===== config.mk =====
export PLATFORM = sky130hd
export DESIGN_NAME = hex_string_to_decimal_string
export DESIGN_NICKNAME = d
export VERILOG_FILES = /design/src/hdl/hstd_pkg.sv /design/src/hdl/hstd_front.sv /design/src/hdl/hstd_queue.sv /design/src/hdl/hstd_back.sv /design/src/hdl/hex_string_to_decimal_string.sv
export SDC_FILE = /design/constraint.sdc
export NUM_CORES = 1
export LEC_CHECK = 0
export BUFFER_PORTS_ARGS = -buffer_cell sky130_fd_sc_hd__buf_2
export CAP_MARGIN = 40
export CORE_MARGIN = 2
export CORE_UTILIZATION = 63
export DETAILED_ROUTE_END_ITERATION = 16
export GPL_ROUTABILITY_DRIVEN = 0
export PLACE_DENSITY = 0.77
export SLEW_MARGIN = 20
export SYNTH_ARGS = -nofsm -noshare
export SYNTH_HDL_FRONTEND = slang
export SYNTH_HIERARCHICAL = 1
export SYNTH_SLANG_ARGS = --single-unit

===== constraint.sdc =====
create_clock -name clock -period 7.5 [get_ports clock]
set_input_delay 0.75 -clock clock [delete_from_list [all_inputs] [get_ports clock]]
set_output_delay 0.75 -clock clock [all_outputs]
set_load 0.1 [all_outputs]

===== src/hdl/hstd_pkg.sv =====
package hstd_pkg;

   localparam logic [1:0] STATUS_OK  = 2'd0;
   localparam logic [1:0] STATUS_BAD = 2'd1;
   localparam logic [1:0] STATUS_OVF = 2'd2;

   localparam logic [5:0] DIGIT_ZERO = 6'd48;
   localparam logic [5:0] DIGIT_NONE = 6'd0;

   localparam logic [7:0] CHR_NUL   = 8'h00;
   localparam logic [7:0] CHR_0     = 8'h30;
   localparam logic [7:0] CHR_9     = 8'h39;
   localparam logic [7:0] CHR_UC_A  = 8'h41;
   localparam logic [7:0] CHR_UC_F  = 8'h46;
   localparam logic [7:0] CHR_LC_A  = 8'h61;
   localparam logic [7:0] CHR_LC_F  = 8'h66;
   localparam logic [7:0] CHR_UC_X  = 8'h58;
   localparam logic [7:0] CHR_LC_X  = 8'h78;

   localparam logic [1:0] POS_FIRST  = 2'd0;
   localparam logic [1:0] POS_SECOND = 2'd1;
   localparam logic [1:0] POS_LATER  = 2'd2;

   typedef struct packed {
      logic       acc;
      logic [3:0] nib;
      logic       last;
      logic       bad;
   } cmd_type;

   typedef enum logic [1:0] {
      BK_IDLE,
      BK_ACC,
      BK_FIN,
      BK_EMIT
   } back_state_type;

endpackage


===== src/hdl/hstd_front.sv =====
module hstd_front
   import hstd_pkg::*;
(
   input  logic       clock,
   input  logic       reset,
   input  logic       accept,
   input  logic [7:0] hex_char,
   input  logic       final_char,
   output logic       push,
   output cmd_type    cmd
);

   logic [1:0] pos_ff, pos_in;
   logic       fz_ff, fz_in;
   logic       ended_ff, ended_in;
   logic       bad_ff, bad_in;

   logic       is_dec, is_uc, is_lc, is_hex, is_prefix;
   logic [3:0] nib;
   logic       take_nib, bad_now;

   always_comb begin
      is_dec = (hex_char >= CHR_0) && (hex_char <= CHR_9);
      is_uc  = (hex_char >= CHR_UC_A) && (hex_char <= CHR_UC_F);
      is_lc  = (hex_char >= CHR_LC_A) && (hex_char <= CHR_LC_F);
      is_hex = is_dec || is_uc || is_lc;
      if (is_dec) begin
         nib = 4'(hex_char - CHR_0);
      end else if (is_uc) begin
         nib = 4'(hex_char - CHR_UC_A + 8'd10);
      end else begin
         nib = 4'(hex_char - CHR_LC_A + 8'd10);
      end
      is_prefix = (pos_ff == POS_SECOND) && fz_ff &&
                  ((hex_char == CHR_LC_X) || (hex_char == CHR_UC_X));
   end

   always_comb begin
      pos_in   = pos_ff;
      fz_in    = fz_ff;
      ended_in = ended_ff;
      bad_in   = bad_ff;
      take_nib = 1'b0;
      bad_now  = 1'b0;
      if (accept) begin
         if (pos_ff != POS_LATER) begin
            pos_in = pos_ff + 2'd1;
         end
         if (!ended_ff) begin
            if (hex_char == CHR_NUL) begin
               ended_in = 1'b1;
            end else if (!is_prefix) begin
               if (is_hex) begin
                  take_nib = 1'b1;
                  if ((pos_ff == POS_FIRST) && (hex_char == CHR_0)) begin
                     fz_in = 1'b1;
                  end
               end else begin
                  bad_now  = 1'b1;
                  bad_in   = 1'b1;
                  ended_in = 1'b1;
               end
            end
         end
         if (final_char) begin
            pos_in   = POS_FIRST;
            fz_in    = 1'b0;
            ended_in = 1'b0;
            bad_in   = 1'b0;
         end
      end
   end

   always_comb begin
      push     = accept && (take_nib || final_char);
      cmd.acc  = take_nib;
      cmd.nib  = nib;
      cmd.last = final_char;
      cmd.bad  = bad_ff || bad_now;
   end

   always_ff @(posedge clock) begin
      if (reset) begin
         pos_ff   <= POS_FIRST;
         fz_ff    <= 1'b0;
         ended_ff <= 1'b0;
         bad_ff   <= 1'b0;
      end else begin
         pos_ff   <= pos_in;
         fz_ff    <= fz_in;
         ended_ff <= ended_in;
         bad_ff   <= bad_in;
      end
   end

endmodule


===== src/hdl/hstd_queue.sv =====
module hstd_queue
   import hstd_pkg::*;
(
   input  logic    clock,
   input  logic    reset,
   input  logic    push,
   input  cmd_type push_data,
   input  logic    pop,
   output cmd_type pop_data,
   output logic    full,
   output logic    empty
);

   cmd_type    slot_ff [2];
   logic       wr_ptr_ff, wr_ptr_in;
   logic       rd_ptr_ff, rd_ptr_in;
   logic [1:0] cnt_ff, cnt_in;
   logic       do_push, do_pop;

   always_comb begin
      full      = (cnt_ff == 2'd2);
      empty     = (cnt_ff == 2'd0);
      do_push   = push && !full;
      do_pop    = pop && !empty;
      pop_data  = slot_ff[rd_ptr_ff];
      wr_ptr_in = do_push ? ~wr_ptr_ff : wr_ptr_ff;
      rd_ptr_in = do_pop ? ~rd_ptr_ff : rd_ptr_ff;
      cnt_in    = cnt_ff + {1'b0, do_push} - {1'b0, do_pop};
   end

   always_ff @(posedge clock) begin
      if (do_push) begin
         slot_ff[wr_ptr_ff] <= push_data;
      end
   end

   always_ff @(posedge clock) begin
      if (reset) begin
         wr_ptr_ff <= 1'b0;
         rd_ptr_ff <= 1'b0;
         cnt_ff    <= 2'd0;
      end else begin
         wr_ptr_ff <= wr_ptr_in;
         rd_ptr_ff <= rd_ptr_in;
         cnt_ff    <= cnt_in;
      end
   end

endmodule


===== src/hdl/hstd_back.sv =====
module hstd_back
   import hstd_pkg::*;
#(
   parameter int DEC_DIGITS = 40
)(
   input  logic       clock,
   input  logic       reset,
   input  logic       cmd_ready,
   input  cmd_type    cmd,
   output logic       cmd_take,
   output logic       rsp_strobe,
   output logic [5:0] rsp_digit_char,
   output logic [1:0] rsp_status,
   output logic       rsp_run_end
);

   localparam int IDX_W = (DEC_DIGITS > 1) ? $clog2(DEC_DIGITS) : 1;
   localparam logic [IDX_W-1:0] LAST = IDX_W'(DEC_DIGITS - 1);
   localparam logic [IDX_W-1:0] FIRST = '0;

   back_state_type state_ff, state_in;

   logic [3:0]            mem [DEC_DIGITS];
   logic [DEC_DIGITS-1:0] valid_ff;
   logic [3:0]            rdata_ff;
   logic                  rvalid_ff;

   logic             iss_ff;
   logic [IDX_W-1:0] idx_ff;
   logic             pend_ff;
   logic [IDX_W-1:0] pidx_ff;
   logic [4:0]       carry_ff;
   logic             fin_ff;
   logic             bad_ff;
   logic             ovf_ff;
   logic             lead_ff;

   logic [3:0]  dig;
   logic [7:0]  val;
   logic [15:0] prod;
   logic [4:0]  quo;
   logic [3:0]  rem;
   logic        rd_en, wr_en, last_done, emit_now, err_now, clear_now;

   always_comb begin
      dig  = rvalid_ff ? rdata_ff : 4'd0;
      val  = {dig, 4'd0} + {3'd0, carry_ff};
      prod = {8'd0, val} * 16'd205;
      quo  = prod[15:11];
      rem  = 4'(val - 8'(quo) * 8'd10);
   end

   always_comb begin
      state_in = state_ff;
      case (state_ff)
         BK_IDLE: begin
            if (cmd_ready) begin
               state_in = cmd.acc ? BK_ACC : BK_FIN;
            end
         end
         BK_ACC: begin
            if (pend_ff && (pidx_ff == LAST)) begin
               state_in = fin_ff ? BK_FIN : BK_IDLE;
            end
         end
         BK_FIN: begin
            state_in = (bad_ff || ovf_ff) ? BK_IDLE : BK_EMIT;
         end
         BK_EMIT: begin
            if (pend_ff && (pidx_ff == FIRST)) begin
               state_in = BK_IDLE;
            end
         end
         default: begin
            state_in = BK_IDLE;
         end
      endcase
   end

   always_comb begin
      cmd_take       = 1'b0;
      rd_en          = 1'b0;
      wr_en          = 1'b0;
      last_done      = 1'b0;
      emit_now       = 1'b0;
      err_now        = 1'b0;
      clear_now      = 1'b0;
      rsp_strobe     = 1'b0;
      rsp_digit_char = DIGIT_NONE;
      rsp_status     = STATUS_OK;
      rsp_run_end    = 1'b0;
      case (state_ff)
         BK_IDLE: begin
            cmd_take = cmd_ready;
         end
         BK_ACC: begin
            rd_en     = iss_ff;
            wr_en     = pend_ff;
            last_done = pend_ff && (pidx_ff == LAST);
         end
         BK_FIN: begin
            if (bad_ff || ovf_ff) begin
               err_now     = 1'b1;
               clear_now   = 1'b1;
               rsp_strobe  = 1'b1;
               rsp_status  = bad_ff ? STATUS_BAD : STATUS_OVF;
               rsp_run_end = 1'b1;
            end
         end
         BK_EMIT: begin
            rd_en = iss_ff;
            if (pend_ff && ((dig != 4'd0) || !lead_ff || (pidx_ff == FIRST))) begin
               emit_now       = 1'b1;
               rsp_strobe     = 1'b1;
               rsp_digit_char = DIGIT_ZERO + {2'd0, dig};
               rsp_run_end    = (pidx_ff == FIRST);
            end
            clear_now = pend_ff && (pidx_ff == FIRST);
         end
         default: begin
            cmd_take = 1'b0;
         end
      endcase
   end

   always_ff @(posedge clock) begin
      if (rd_en) begin
         rdata_ff  <= mem[idx_ff];
         rvalid_ff <= valid_ff[idx_ff];
      end
      if (wr_en) begin
         mem[pidx_ff] <= rem;
      end
   end

   always_ff @(posedge clock) begin
      if (reset) begin
         state_ff <= BK_IDLE;
         valid_ff <= '0;
         iss_ff   <= 1'b0;
         idx_ff   <= FIRST;
         pend_ff  <= 1'b0;
         pidx_ff  <= FIRST;
         carry_ff <= 5'd0;
         fin_ff   <= 1'b0;
         bad_ff   <= 1'b0;
         ovf_ff   <= 1'b0;
         lead_ff  <= 1'b1;
      end else begin
         state_ff <= state_in;
         pend_ff  <= rd_en;
         if (rd_en) begin
            pidx_ff <= idx_ff;
         end
         if (cmd_take) begin
            iss_ff   <= cmd.acc;
            idx_ff   <= FIRST;
            carry_ff <= {1'b0, cmd.nib};
            fin_ff   <= cmd.last;
            bad_ff   <= cmd.bad;
         end else if (state_ff == BK_ACC) begin
            if (rd_en) begin
               idx_ff <= idx_ff + 1'b1;
               if (idx_ff == LAST) begin
                  iss_ff <= 1'b0;
               end
            end
         end else if (state_ff == BK_FIN) begin
            iss_ff  <= !err_now;
            idx_ff  <= LAST;
            lead_ff <= 1'b1;
         end else if (state_ff == BK_EMIT) begin
            if (rd_en) begin
               idx_ff <= idx_ff - 1'b1;
               if (idx_ff == FIRST) begin
                  iss_ff <= 1'b0;
               end
            end
         end
         if (wr_en) begin
            valid_ff[pidx_ff] <= 1'b1;
            carry_ff          <= quo;
         end
         if (last_done && (quo != 5'd0)) begin
            ovf_ff <= 1'b1;
         end
         if (emit_now) begin
            lead_ff <= 1'b0;
         end
         if (clear_now) begin
            valid_ff <= '0;
            ovf_ff   <= 1'b0;
         end
      end
   end

endmodule


===== src/hdl/hex_string_to_decimal_string.sv =====
// channel  direction  handshake                 payload
// request  in         start & !busy             req_hex_char, req_final_char
// result   out        rsp_strobe, one cycle     rsp_digit_char, rsp_status, rsp_run_end
//
// A hex digit is taken from the queue, then goes through a pipelined x16 / divide-by-ten
// pass over the digit memory, one digit a cycle, and a drain step writes the last digit.
// A final character adds a read-out of the digit memory (on an error, only the error
// result), plus a take step when it carries no hex digit.
// busy rises only while the two-entry command queue is full.
// Synchronous reset clears the per-digit valid bits and the error flags; results cannot be stalled.
module hex_string_to_decimal_string
   import hstd_pkg::*;
#(
   parameter int DEC_DIGITS = 40
)(
   input  logic       clock,
   input  logic       reset,
   input  logic       start,
   output logic       busy,
   input  logic [7:0] req_hex_char,
   input  logic       req_final_char,
   output logic       rsp_strobe,
   output logic [5:0] rsp_digit_char,
   output logic [1:0] rsp_status,
   output logic       rsp_run_end
);

   logic    accept;
   logic    push;
   cmd_type push_cmd;
   cmd_type pop_cmd;
   logic    q_full, q_empty;
   logic    cmd_take;

   assign busy   = q_full;
   assign accept = start && !q_full;

   hstd_front u_front (
      .clock      (clock),
      .reset      (reset),
      .accept     (accept),
      .hex_char   (req_hex_char),
      .final_char (req_final_char),
      .push       (push),
      .cmd        (push_cmd)
   );

   hstd_queue u_queue (
      .clock     (clock),
      .reset     (reset),
      .push      (push),
      .push_data (push_cmd),
      .pop       (cmd_take),
      .pop_data  (pop_cmd),
      .full      (q_full),
      .empty     (q_empty)
   );

   hstd_back #(
      .DEC_DIGITS (DEC_DIGITS)
   ) u_back (
      .clock          (clock),
      .reset          (reset),
      .cmd_ready      (!q_empty),
      .cmd            (pop_cmd),
      .cmd_take       (cmd_take),
      .rsp_strobe     (rsp_strobe),
      .rsp_digit_char (rsp_digit_char),
      .rsp_status     (rsp_status),
      .rsp_run_end    (rsp_run_end)
   );

   a_err_ends_run: assert property (@(posedge clock) disable iff (reset)
      (rsp_strobe && (rsp_status != STATUS_OK)) |->
         (rsp_run_end && (rsp_digit_char == DIGIT_NONE)))
      else $error("error result not a lone run end");

   a_status_code: assert property (@(posedge clock) disable iff (reset)
      rsp_strobe |-> ((rsp_status == STATUS_OK) || (rsp_status == STATUS_BAD) ||
                      (rsp_status == STATUS_OVF)))
      else $error("bad status code");

   a_take_nonempty: assert property (@(posedge clock) disable iff (reset)
      cmd_take |-> !q_empty)
      else $error("command taken from empty queue");

   a_full_blocks: assert property (@(posedge clock) disable iff (reset)
      (q_full && !cmd_take) |=> q_full)
      else $error("queue drained without a take");

endmodule

==> impl_results.md, run 1 <==
* CTS Buffer Depth at 3
* Core area at 18,640 um2
* # rows at 50
* Hold path start: u_back/valid_ff[14]
* Met3 routed WL at 1734 um
* Tcrit/Tclk final at 0.8050
* Initial antenna violation count at 0
* Final Instance Area at 13,140 um2
* Synth async-reset ratio at 0
* PortBufs at 22
* Main synth FF type: edfxtp_1
* Placed standard-cell area at 12,260 um2
* Rel. slew slack at 0.3880
* Clock sink total at 254
* Peak supply drop at 0.4765 mV
* Internal power at 3544 uW
* Worst Path Max Fanout at 40
* Worst flop-to-flop path endpoint: u_back/mem[13][3]
* Post-route ant nets at 0
* Congestion Overflow GR at 0
* H-tree level count at 1
* Net Sw Frac at 0.3287
* Number of global-route vias before repair at 7,417
* Fin Clk Skew at 25.73 ps
* First-pass GRT wire length at 40,130 um
* Residual DRC at 0
* Switch Pwr at 1735 uW
* Final Hold Fails at 0
* # Post-CTS Setup Buffers at 0
* CP Data Required Time at 7800 ps
* Clock root buffer master: clkbuf_16
* # resized after CTS at 0
* Filler instances at 1,231
* Layout net count at 966
* Mapped Cells at 875
* R2r worst-path depth at 21
* Register area share after synthesis at 0.5763
* Final Setup Violations at 0
* LEAKAGE at 0.004715 uW
* Logic pwr share at 0.326
* Met2 WL at 12,520 um
* Warnings, synthesis at 6
* Worst slack at placement at 1475 ps
* Global Route Usage Sum at 0.2600
* Kind of critical path: flop to flop
* Worst-skew pair later-pin latency at 540 ps
* DPL Wire Length at 17,000 um
* Post-Syn Area at 11,930 um2
* Hold Buf Count CTS at 0
* Worst hold path type: flop to flop
* Inserted Diodes at 0
* Mean Syn Cell Area at 13.64 um2
* Die area at 20,060 um2
* EDFF count, synth at 179
* Clock network power share at 0.246
* Worst Path Arrival at 6340 ps
* Vias at 7,352
* Max Cap Viol at 0
* CTS tree: done
* Via density at 6.421
* Initial Util at 0.6401
* Hold EP: u_back/valid_ff[14]
* Netlist cell types at 75
* FMAX at 165.6 MHz
* Critical path capture point type: flop
* Routed wire length at 25,070 um
* Largest net degree at the start of global routing at 60
* Max-slew violations at 0
* Fin crit period at 6038 ps
* Slew of the pin with the lowest slew margin at 916.7 ps
* Unrepaired setup endpoints after global routing: false
* Setup crit start kind: flop
* IO Count at 23
* Final WS setup at 1462 ps
* Worst reg2reg path startpoint: u_back/rvalid_ff
* Pwr/cell area at 401.9 nW/um2
* DR pass1 iterations at 5
* Initial DRC Count at 745
* Syn_nets at 950
* DIE HEIGHT at 141.6 um
* R2R Setup Slk at 1460 ps
* Share of layout cells above drive strength 1 at 0.1723
* Post-Route Setup TNS at 0 ps
* P&R area growth vs syn at 10.08%
* TritonCTS buffer count at 26
* Wire length per cell at 21.90 um
* Sequential share of power at 0.428
* Hold path depth at 1
* Flops & latches, synth at 254
* Met1 wire length at 10,330 um
* Clock slew at reported path FFs at 60 ps
* Die X at 141.6 um
* Status: finished clean
* Uppermost layer routed: met4
==> logic make-up after synthesis <==
logic type,count (synthesis),share of synthesized area
XOR/XNOR,17,0.01363
buffers and inverters,89,0.03219
flip-flops,254,0.5763
adder cells (fa/ha/maj),63,0.07298
AO/OA/AOI/OAI,157,0.09028
multiplexers,69,0.1216
AND/OR/NAND/NOR,226,0.09301
==> power groups by stage <==
stage | Sequential (uW) | Clock [uW] | Combinational, uW
floorplan | 2240 | 0 | 1130
global placement | 2300 | 0 | 1510
detailed placement | 2290 | 0 | 1720
CTS | 2260 | 1310 | 1730
global route | 2270 | 1370 | 1910
finish | 2260 | 1300 | 1720
==> cell usage in the layout, fill, tap and decap left out, types with 9 or more instances in the layout <==
cell / count
nand3_1: 13
clkbuf_16: 26
nor2b_1: 10
a211oi_1: 12
nor2_1: 81
nand2b_1: 9
nor3_1: 13
o21a_1: 42
o21ai_0: 21
mux4_2: 60
ha_1: 52
fa_1: 11
a21oi_1: 32
nand2_1: 53
inv_1: 43
buf_2: 22
xnor2_1: 10
dfxtp_1: 73
edfxtp_1: 179
==> flip-flops by register name, indices dropped and copies added, names as in the netlist, 2 cells and up, named ones only <==
name,flops
u_back/state_ff,2
u_back/valid_ff,40
u_back/rdata_ff,4
u_front/pos_ff,2
u_back/carry_ff,5
u_queue/slot_ff,14
u_queue/cnt_ff,2
u_back/mem,160
u_back/pidx_ff,6
u_back/idx_ff,6
==> routing by layer <==
| metal | vias up | track usage |
|---|---|---|
| met5 | - | 0 |
| met4 | 0 | 0.07211 |
| met3 | 44 | 0.04016 |
| met2 | 289 | 0.4366 |
| met1 | 3684 | 0.3599 |
| li1 | 3335 | - |
==> cells in the mapped netlist, drive strengths merged (5+ instances only) <==
library cell | n | area (um2)
nor2 | 81 | 304.0
a31oi | 7 | 43.79
fa | 11 | 220.2
and2 | 7 | 43.79
o21a | 43 | 324.1
buf | 22 | 131.4
nor2b | 11 | 76.32
nor3 | 14 | 81.33
mux4 | 60 | 1351
dfxtp | 75 | 1501
xnor2 | 11 | 96.34
clkbuf | 22 | 83.83
edfxtp | 179 | 5375
nand4 | 6 | 37.54
xor2 | 5 | 43.79
a211oi | 12 | 90.09
ha | 52 | 650.6
inv | 44 | 165.2
o21ai | 24 | 127.6
a21oi | 33 | 165.2
nand3 | 13 | 65.06
nand2b | 11 | 78.82
nand2 | 54 | 205.2
and3 | 8 | 51.30
mux2 | 8 | 90.08
==> worst max-delay path by stage <==
| stage | start | to | slack [ps] | depth (start not counted) |
|---|---|---|---|---|
| 3_5_place_dp | u_back/rvalid_ff | u_back/mem[11][3] | 1470 | 21 |
| 6_report | u_back/rvalid_ff | u_back/mem[13][3] | 1460 | 21 |
| 3_3_place_gp | u_back/rvalid_ff | u_back/mem[20][2] | 1540 | 18 |
| 2_1_floorplan | u_back/carry_ff[0] | u_back/mem[0][3] | 910 | 19 |
| 5_1_grt | u_back/rvalid_ff | u_back/mem[24][3] | 1140 | 21 |
| 4_1_cts | u_back/rvalid_ff | u_back/mem[24][3] | 1440 | 21 |
==> cell type report <==
type / count / area, um2 / area share
clock inverter: 15 / 166.4 / 0.01267
tap: 234 / 292.8 / 0.02229
multi-input combinational: 532 / 4691 / 0.3571
timing repair buffer: 32 / 227.7 / 0.01734
clock buffer: 33 / 706.9 / 0.05382
inverter: 45 / 168.9 / 0.01286
sequential: 254 / 6882 / 0.5239
==> worst max-delay path: stages (launching register included) <==
cell and delay [ps]:
edfxtp_1 530, nand4_1 320, nand2_1 110, xor2_1 190, fa_1 560, inv_1 60, fa_1 500, inv_1 60
fa_1 540, inv_1 50, ha_1 330, and3_1 190, and3_1 210, or4_1 480, and3_1 190, inv_1 140
ha_1 210, fa_1 200, xor2_1 170, xnor3_1 280, xnor2_2 130, buf_4 350
==> through the flow <==
stage | total power, uW | util | hold slack (ps) | instances
2_1_floorplan | 3373 | - | 435.4 | 875
3_3_place_gp | 3807 | 0.6538 | 441.7 | 1093
3_5_place_dp | 4014 | 0.6577 | 447.6 | 1097
4_1_cts | 5304 | 0.7046 | 461.3 | 1145
5_1_grt | 5559 | 0.7046 | 474.4 | 1145
6_report | 5279 | 0.7046 | 461.0 | 1145
Power figures use the tool's default switching activity.
==> run 2, diff against run 1 <==
--- a/config.mk
+++ b/config.mk
@@ -5,6 +5,7 @@
 export SDC_FILE = /design/constraint.sdc
 export NUM_CORES = 1
 export LEC_CHECK = 0
+export ABC_AREA = 1
 export BUFFER_PORTS_ARGS = -buffer_cell sky130_fd_sc_hd__buf_2
 export CAP_MARGIN = 40
 export CORE_MARGIN = 2
==> constraint.sdc (replaced) <==
create_clock -name clock -period 6.2 [get_ports clock]
set_input_delay 0.62 -clock clock [delete_from_list [all_inputs] [get_ports clock]]
set_output_delay 0.62 -clock clock [all_outputs]
set_load 0.1 [all_outputs]
==> run 2 against run 1 <==
Design area up 2.2%. Flip-flop and latch count unchanged. Sequential power increased by 12%. Clock power rose by 14%. Register-to-register slack lost 950 ps. Clock skew increased by 2.5 ps. Critical path type unchanged. Fmax up 6.2%. Utilization decreased by 1.0 points. Highest routed layer unchanged. Sequential share of layout area is 1.2 points lower. Worst hold slack got worse by 120 ps. Combinational power rose by 49%.
==> impl_results.md, run 2 <==
* Wire length per cell at 17.53 um
* Mapped Cells at 1,277
* Critical path capture point type: flop
* Kind of critical path: flop to flop
* Vias at 9,122
* # resized after CTS at 0
* Worst Path Max Fanout at 32
* # rows at 51
* Setup crit start kind: flop
* Die X at 143.7 um
* Rel. slew slack at 0.3971
* Unrepaired setup endpoints after global routing: false
* Inserted Diodes at 0
* Commonest non-fill, non-tap cell in the layout: nor2_1
* Top cell type's share of synthesized area at 0.4371
* Final Hold Fails at 0
* Fin Clk Skew at 28.22 ps
* Worst flop-to-flop path endpoint: u_back/mem[12][3]
* Most frequent cells after synthesis: nor2_1, edfxtp_1, nand2_1, o21ai_0, inv_1
* Core area at 19,330 um2
* Crit-path max cell delay at 530 ps
* Post-Synth Adder-Cell Area at 0.07082
* Largest family of logic cells by synthesized area: simple AND/OR/NAND/NOR gates
* Synth async-reset ratio at 0
* Power Total at 6577 uW
* Max FFs per register at 160
* Worst hold path type: input pin to flop
* R2R Setup Slk at 520 ps
* Cell with the most instances after synthesis: nor2_1
* Hold Buf Count CTS at 0
* Worst-skew pair later-pin latency at 550 ps
* EDFF count, synth at 179
* Clock root buffer master: clkbuf_16
* DIE HEIGHT at 143.7 um
* Layout net count at 1,363
* CP Data Required Time at 6470 ps
* Critical Path Sink: u_back/mem[12][3]
* Synth Area in XOR/XNOR at 0.007835
* PortBufs at 22
* Area contributors post-synth: edfxtp_1, dfxtp_1, nor2_1
* P&R area growth vs syn at 9.158%
* Post-Syn Area at 12,300 um2
* H-tree level count at 1
* DPL Wire Length at 18,300 um
* Max Cap Viol at 0
* Routed wire length at 27,560 um
* Clock sink total at 254
* Initial DRC Count at 752
* Main synth FF type: edfxtp_1
* R2r worst-path depth at 31
* Peak supply drop at 0.3145 mV
* IO Count at 23
* Initial antenna violation count at 0
* Biggest regs: u_back/mem (160), u_back/valid_ff (40), u_queue/slot_ff (14)
* First-pass GRT wire length at 43,840 um
* DR pass1 iterations at 7
* Worst Path Arrival at 5950 ps
* Register area share after synthesis at 0.5592
* Status: finished clean
* CP max stage cell: fa_1
* Via density at 5.803
* Slew of the pin with the lowest slew margin at 897.4 ps
* Filler instances at 1,466
* CTS tree: done
* Synth Area in Compound Gates at 0.1084
* Pwr/cell area at 490.0 nW/um2
* CTS Buffer Depth at 3
* Post-route ant nets at 0
* Clock slew at reported path FFs at 60 ps
* CP dominant cell by count: nand2_1
* Tcrit/Tclk final at 0.9168
* Residual DRC at 0
* Global Route Usage Sum at 0.2733
* Fin crit period at 5684 ps
* Congestion Overflow GR at 0
* LEAKAGE at 0.005372 uW
* Mean Syn Cell Area at 9.629 um2
* Flops & latches, synth at 254
* Biggest register: u_back/mem
* Syn_nets at 1,352
* Final Setup Violations at 0
* Worst setup path start: u_back/rvalid_ff
* Synth Area in Simple Gates at 0.1820
* Post-synth top area cell: edfxtp_1
* FMAX at 175.9 MHz
* Netlist cell types at 49
* Post-synthesis mux area share at 0.009361
* Warnings, synthesis at 6
* TritonCTS buffer count at 25
* Die area at 20,650 um2
* # Post-CTS Setup Buffers at 0
* Post-Route Setup TNS at 0 ps
* Max-slew violations at 0
* Initial Util at 0.6360
* Share of layout cells above drive strength 1 at 0.08799
* Most frequent cells in the layout: nor2_1, edfxtp_1, nand2_1
* Worst reg2reg path startpoint: u_back/rvalid_ff
* Number of global-route vias before repair at 8,673
* Largest net degree at the start of global routing at 78
## run 2: critical path: cells and delay by family, from the launching register on
family        cells  cell delay, ps
fa+ha+maj         6            2530
buf+inv           9             890
xor+xnor          3             500
flops             1             410
simple gates     13            1070
## run 2: cell families (layout without fill, tap and decap cells)
logic type               after synthesis  after routing
AO/OA/AOI/OAI                        228            228
flip-flops                           254            254
XOR/XNOR                              11             11
multiplexers                           8              8
AND/OR/NAND/NOR                      536            536
adder cells (fa/ha/maj)               63             63
buffers and inverters                177            207
## run 2: layout make-up
| class | instances | area [um2] | area share |
|---|---|---|---|
| Sequential cell | 254 | 6878 | 0.5124 |
| Clock buffer | 34 | 679.4 | 0.05062 |
| Multi-Input combinational cell | 846 | 4658 | 0.3470 |
| Clock inverter | 12 | 123.9 | 0.009228 |
| Timing Repair Buffer | 36 | 280.3 | 0.02088 |
| Inverter | 125 | 471.7 | 0.03514 |
| Tap cell | 265 | 331.6 | 0.02470 |
## run 2: routing by layer
layer	GRT usage	routed length (um)
met5	0	0
met4	0.08824	649
met3	0.04032	2328
met2	0.4469	13010
met1	0.3803	11570
## run 2: where the power goes
| group | switching (uW) | total (uW) | leakage, uW | internal, uW |
|---|---|---|---|---|
| clock | 623 | 1480 | 0.000402 | 856 |
| combinational | 1810 | 2560 | 0.00274 | 755 |
| sequential | 92.4 | 2540 | 0.00223 | 2440 |
## run 2: through the flow
| stage | setup slack, ps | hold slack [ps] | utilization | instances | area (um2) |
|---|---|---|---|---|---|
| floorplan | 859.0 | 430.3 | - | 1277 | 12300 |
| global placement | 328.5 | 441.1 | 0.6476 | 1520 | 12520 |
| detailed placement | 557.0 | 449.1 | 0.6520 | 1524 | 12610 |
| CTS | 532.2 | 322.7 | 0.6936 | 1570 | 13410 |
| global route | 106.3 | 332.1 | 0.6942 | 1572 | 13420 |
| finish | 515.9 | 339.4 | 0.6942 | 1572 | 13420 |
## run 2: how the worst min path moves through the flow
| stage | cells past startpoint | slack (ps) | to | from |
|---|---|---|---|---|
| after floorplan | 2 | 430 | u_front/fz_ff | u_front/fz_ff |
| after global placement | 2 | 440 | u_front/fz_ff | u_front/fz_ff |
| after detailed placement | 2 | 450 | u_front/fz_ff | u_front/fz_ff |
| after CTS | 1 | 320 | u_queue/slot_ff[0][1] | req_final_char |
| after global routing | 1 | 330 | u_queue/slot_ff[0][1] | req_final_char |
| final | 1 | 340 | u_queue/slot_ff[0][1] | req_final_char |
==> run 3, diff against run 2 <==
--- a/config.mk
+++ b/config.mk
@@ -9,10 +9,10 @@
 export BUFFER_PORTS_ARGS = -buffer_cell sky130_fd_sc_hd__buf_2
 export CAP_MARGIN = 40
 export CORE_MARGIN = 2
-export CORE_UTILIZATION = 63
+export CORE_UTILIZATION = 44
 export DETAILED_ROUTE_END_ITERATION = 16
 export GPL_ROUTABILITY_DRIVEN = 0
-export PLACE_DENSITY = 0.77
+export PLACE_DENSITY = 0.56
 export SLEW_MARGIN = 20
 export SYNTH_ARGS = -nofsm -noshare
 export SYNTH_HDL_FRONTEND = slang
==> run 3 against run 2 <==
Via count fell by 3.4%. Worst setup slack improved by 56 ps. Critical path type unchanged. Clock skew fell by 7.0 ps. Flip-flop and latch count did not move. Fmax rose by 0.99%. Critical endpoint is now u_back/mem[37][3]. Wire length rose by 6.9%. Largest cell class unchanged. Clock power rose by 11%.
==> impl_results.md, run 3 (synthesized netlist as in run 2, its figures left out) <==
* Post-Route Setup TNS at 0 ps
* Max Cap Viol at 0
* Worst Path Arrival at 5890 ps
* Initial DRC Count at 715
* Post-route ant nets at 0
* Crit-path max cell delay at 530 ps
* # resized after CTS at 0
* Fin crit period at 5628 ps
* DIE HEIGHT at 171.2 um
* FF/Latch Area at 6879 um2
* Largest net degree at the start of global routing at 59
* PortBufs at 22
* Kind of critical path: flop to flop
* CP max stage cell: fa_1
* Clock sink total at 254
* Commonest non-fill, non-tap cell in the layout: nor2_1
* Status: finished clean
* LEAKAGE at 0.005398 uW
* CP Data Required Time at 6460 ps
* Filler instances at 2,613
* Peak supply drop at 0.3173 mV
* Logic pwr share at 0.376
* P&R area growth vs syn at 10.90%
* Fin Clk Skew at 21.24 ps
* Worst-skew pair later-pin latency at 540 ps
* Inserted Diodes at 0
* DR pass1 iterations at 5
* Congestion Overflow GR at 0
* Post-Place Cells at 1,639
* Clock root buffer master: clkbuf_16
* Biggest regs: u_back/mem (160), u_back/valid_ff (40), u_queue/slot_ff (14)
* Rel. slew slack at 0.4464
* DPL Wire Length at 19,500 um
* Setup crit start kind: flop
* H-tree level count at 1
* Die X at 171.2 um
* Routed wire length at 29,470 um
* Global Route Usage Sum at 0.2060
* Wire length per cell at 17.43 um
* R2R Setup Slk at 570 ps
* Residual DRC at 0
* Sequential share of power at 0.378
* Final Hold Fails at 0
* Clock network power share at 0.245
* Initial Util at 0.4451
* Critical path capture point type: flop
* Biggest register: u_back/mem
* First-pass GRT wire length at 46,940 um
* CP dominant cell by count: nand2_1
* IO Count at 23
* Via density at 5.213
* Pwr/cell area at 490.3 nW/um2
* Worst Path Max Fanout at 30
* Share of layout cells above drive strength 1 at 0.09216
* Area of the multi-input gates at 4658 um2
* Unrepaired setup endpoints after global routing: false
* Internal power at 4145 uW
* # rows at 61
* Net Sw Frac at 0.3800
* Core area at 27,630 um2
* # Post-CTS Setup Buffers at 0
* Tcrit/Tclk final at 0.9078
* Layout net count at 1,367
* Initial antenna violation count at 0
* Max FFs per register at 160
* CTS Buffer Depth at 3
* Worst hold path type: input pin to flop
* Hold Buf Count CTS at 0
* Post-Layout Cell Count at 1,691
* FMAX at 177.7 MHz
* Final Setup Violations at 0
* CTS tree: done
* Most frequent cells in the layout: nor2_1, edfxtp_1, nand2_1
* Finished Core Util at 0.4936
* Clock slew at reported path FFs at 60 ps
* Switch Pwr at 2541 uW
* TritonCTS buffer count at 27
* Number of global-route vias before repair at 8,533
* Power Total at 6686 uW
* Slew of the pin with the lowest slew margin at 824.1 ps
* Die area at 29,300 um2
* Vias at 8,815
* Max-slew violations at 0
[run 3: cell types whose count changed in the layout (fill, tap and decap cells not counted), moves of 2 or more]
cell,delta
buf_4,+4
bufinv_16,+2
clkinvlp_4,+3
clkinv_2,-3
clkbuf_16,+2
buf_16,-2
[run 3: final timing paths]
| kind | start | end | depth (start not counted) |
|---|---|---|---|
| worst max-delay path | u_back/rvalid_ff | u_back/mem[37][3] | 31 |
| worst min-delay path | req_final_char | u_queue/slot_ff[1][1] | 1 |
| worst max register to register | u_back/rvalid_ff | u_back/mem[37][3] | 31 |
| worst min register to register | u_front/fz_ff | u_front/fz_ff | 2 |
[run 3: area by class of cell]
class	count	share of cell area
sequential	254	0.5045
tap	378	0.03468
clock inverter	15	0.01349
inverter	125	0.03459
clock buffer	35	0.05322
multi-input combinational	846	0.3416
timing repair buffer	38	0.01798
[run 3: power groups by stage]
stage,sequential [uW],clock [uW],combinational (uW)
finish,2530,1640,2520
global route,2540,1740,2830
CTS,2530,1670,2530
detailed placement,2570,0,2520
global placement,2600,0,2400
floorplan,2540,0,1700
[run 3: metrics by stage]
stage / setup WS [ps] / hold slack (ps) / instance area [um2]
floorplan: 859.0 / 430.3 / 12300
global placement: 283.1 / 438.4 / 12670
detailed placement: 553.5 / 444.8 / 12710
CTS: 555.3 / 330.8 / 13620
global route: 102.9 / 332.6 / 13640
finish: 571.5 / 335.4 / 13640
[run 3: layer usage]
metal	wire length [um]	global-route usage	part of all wire	up-vias
li1	-	-	-	4387
met1	13930	0.2927	0.47	4220
met2	13660	0.3370	0.46	164
met3	1224	0.02462	0.042	44
met4	652	0.05269	0.022	0
met5	0	0	0	-
[run 3: critical path: cells and delay by family, from the launching register on]
family / cells / cell delay, ps
adders and majority gates: 6 / 2490
and+or+nand+nor: 13 / 1060
buffers and inverters: 9 / 890
xor gates and xnor gates: 3 / 500
DFF: 1 / 410
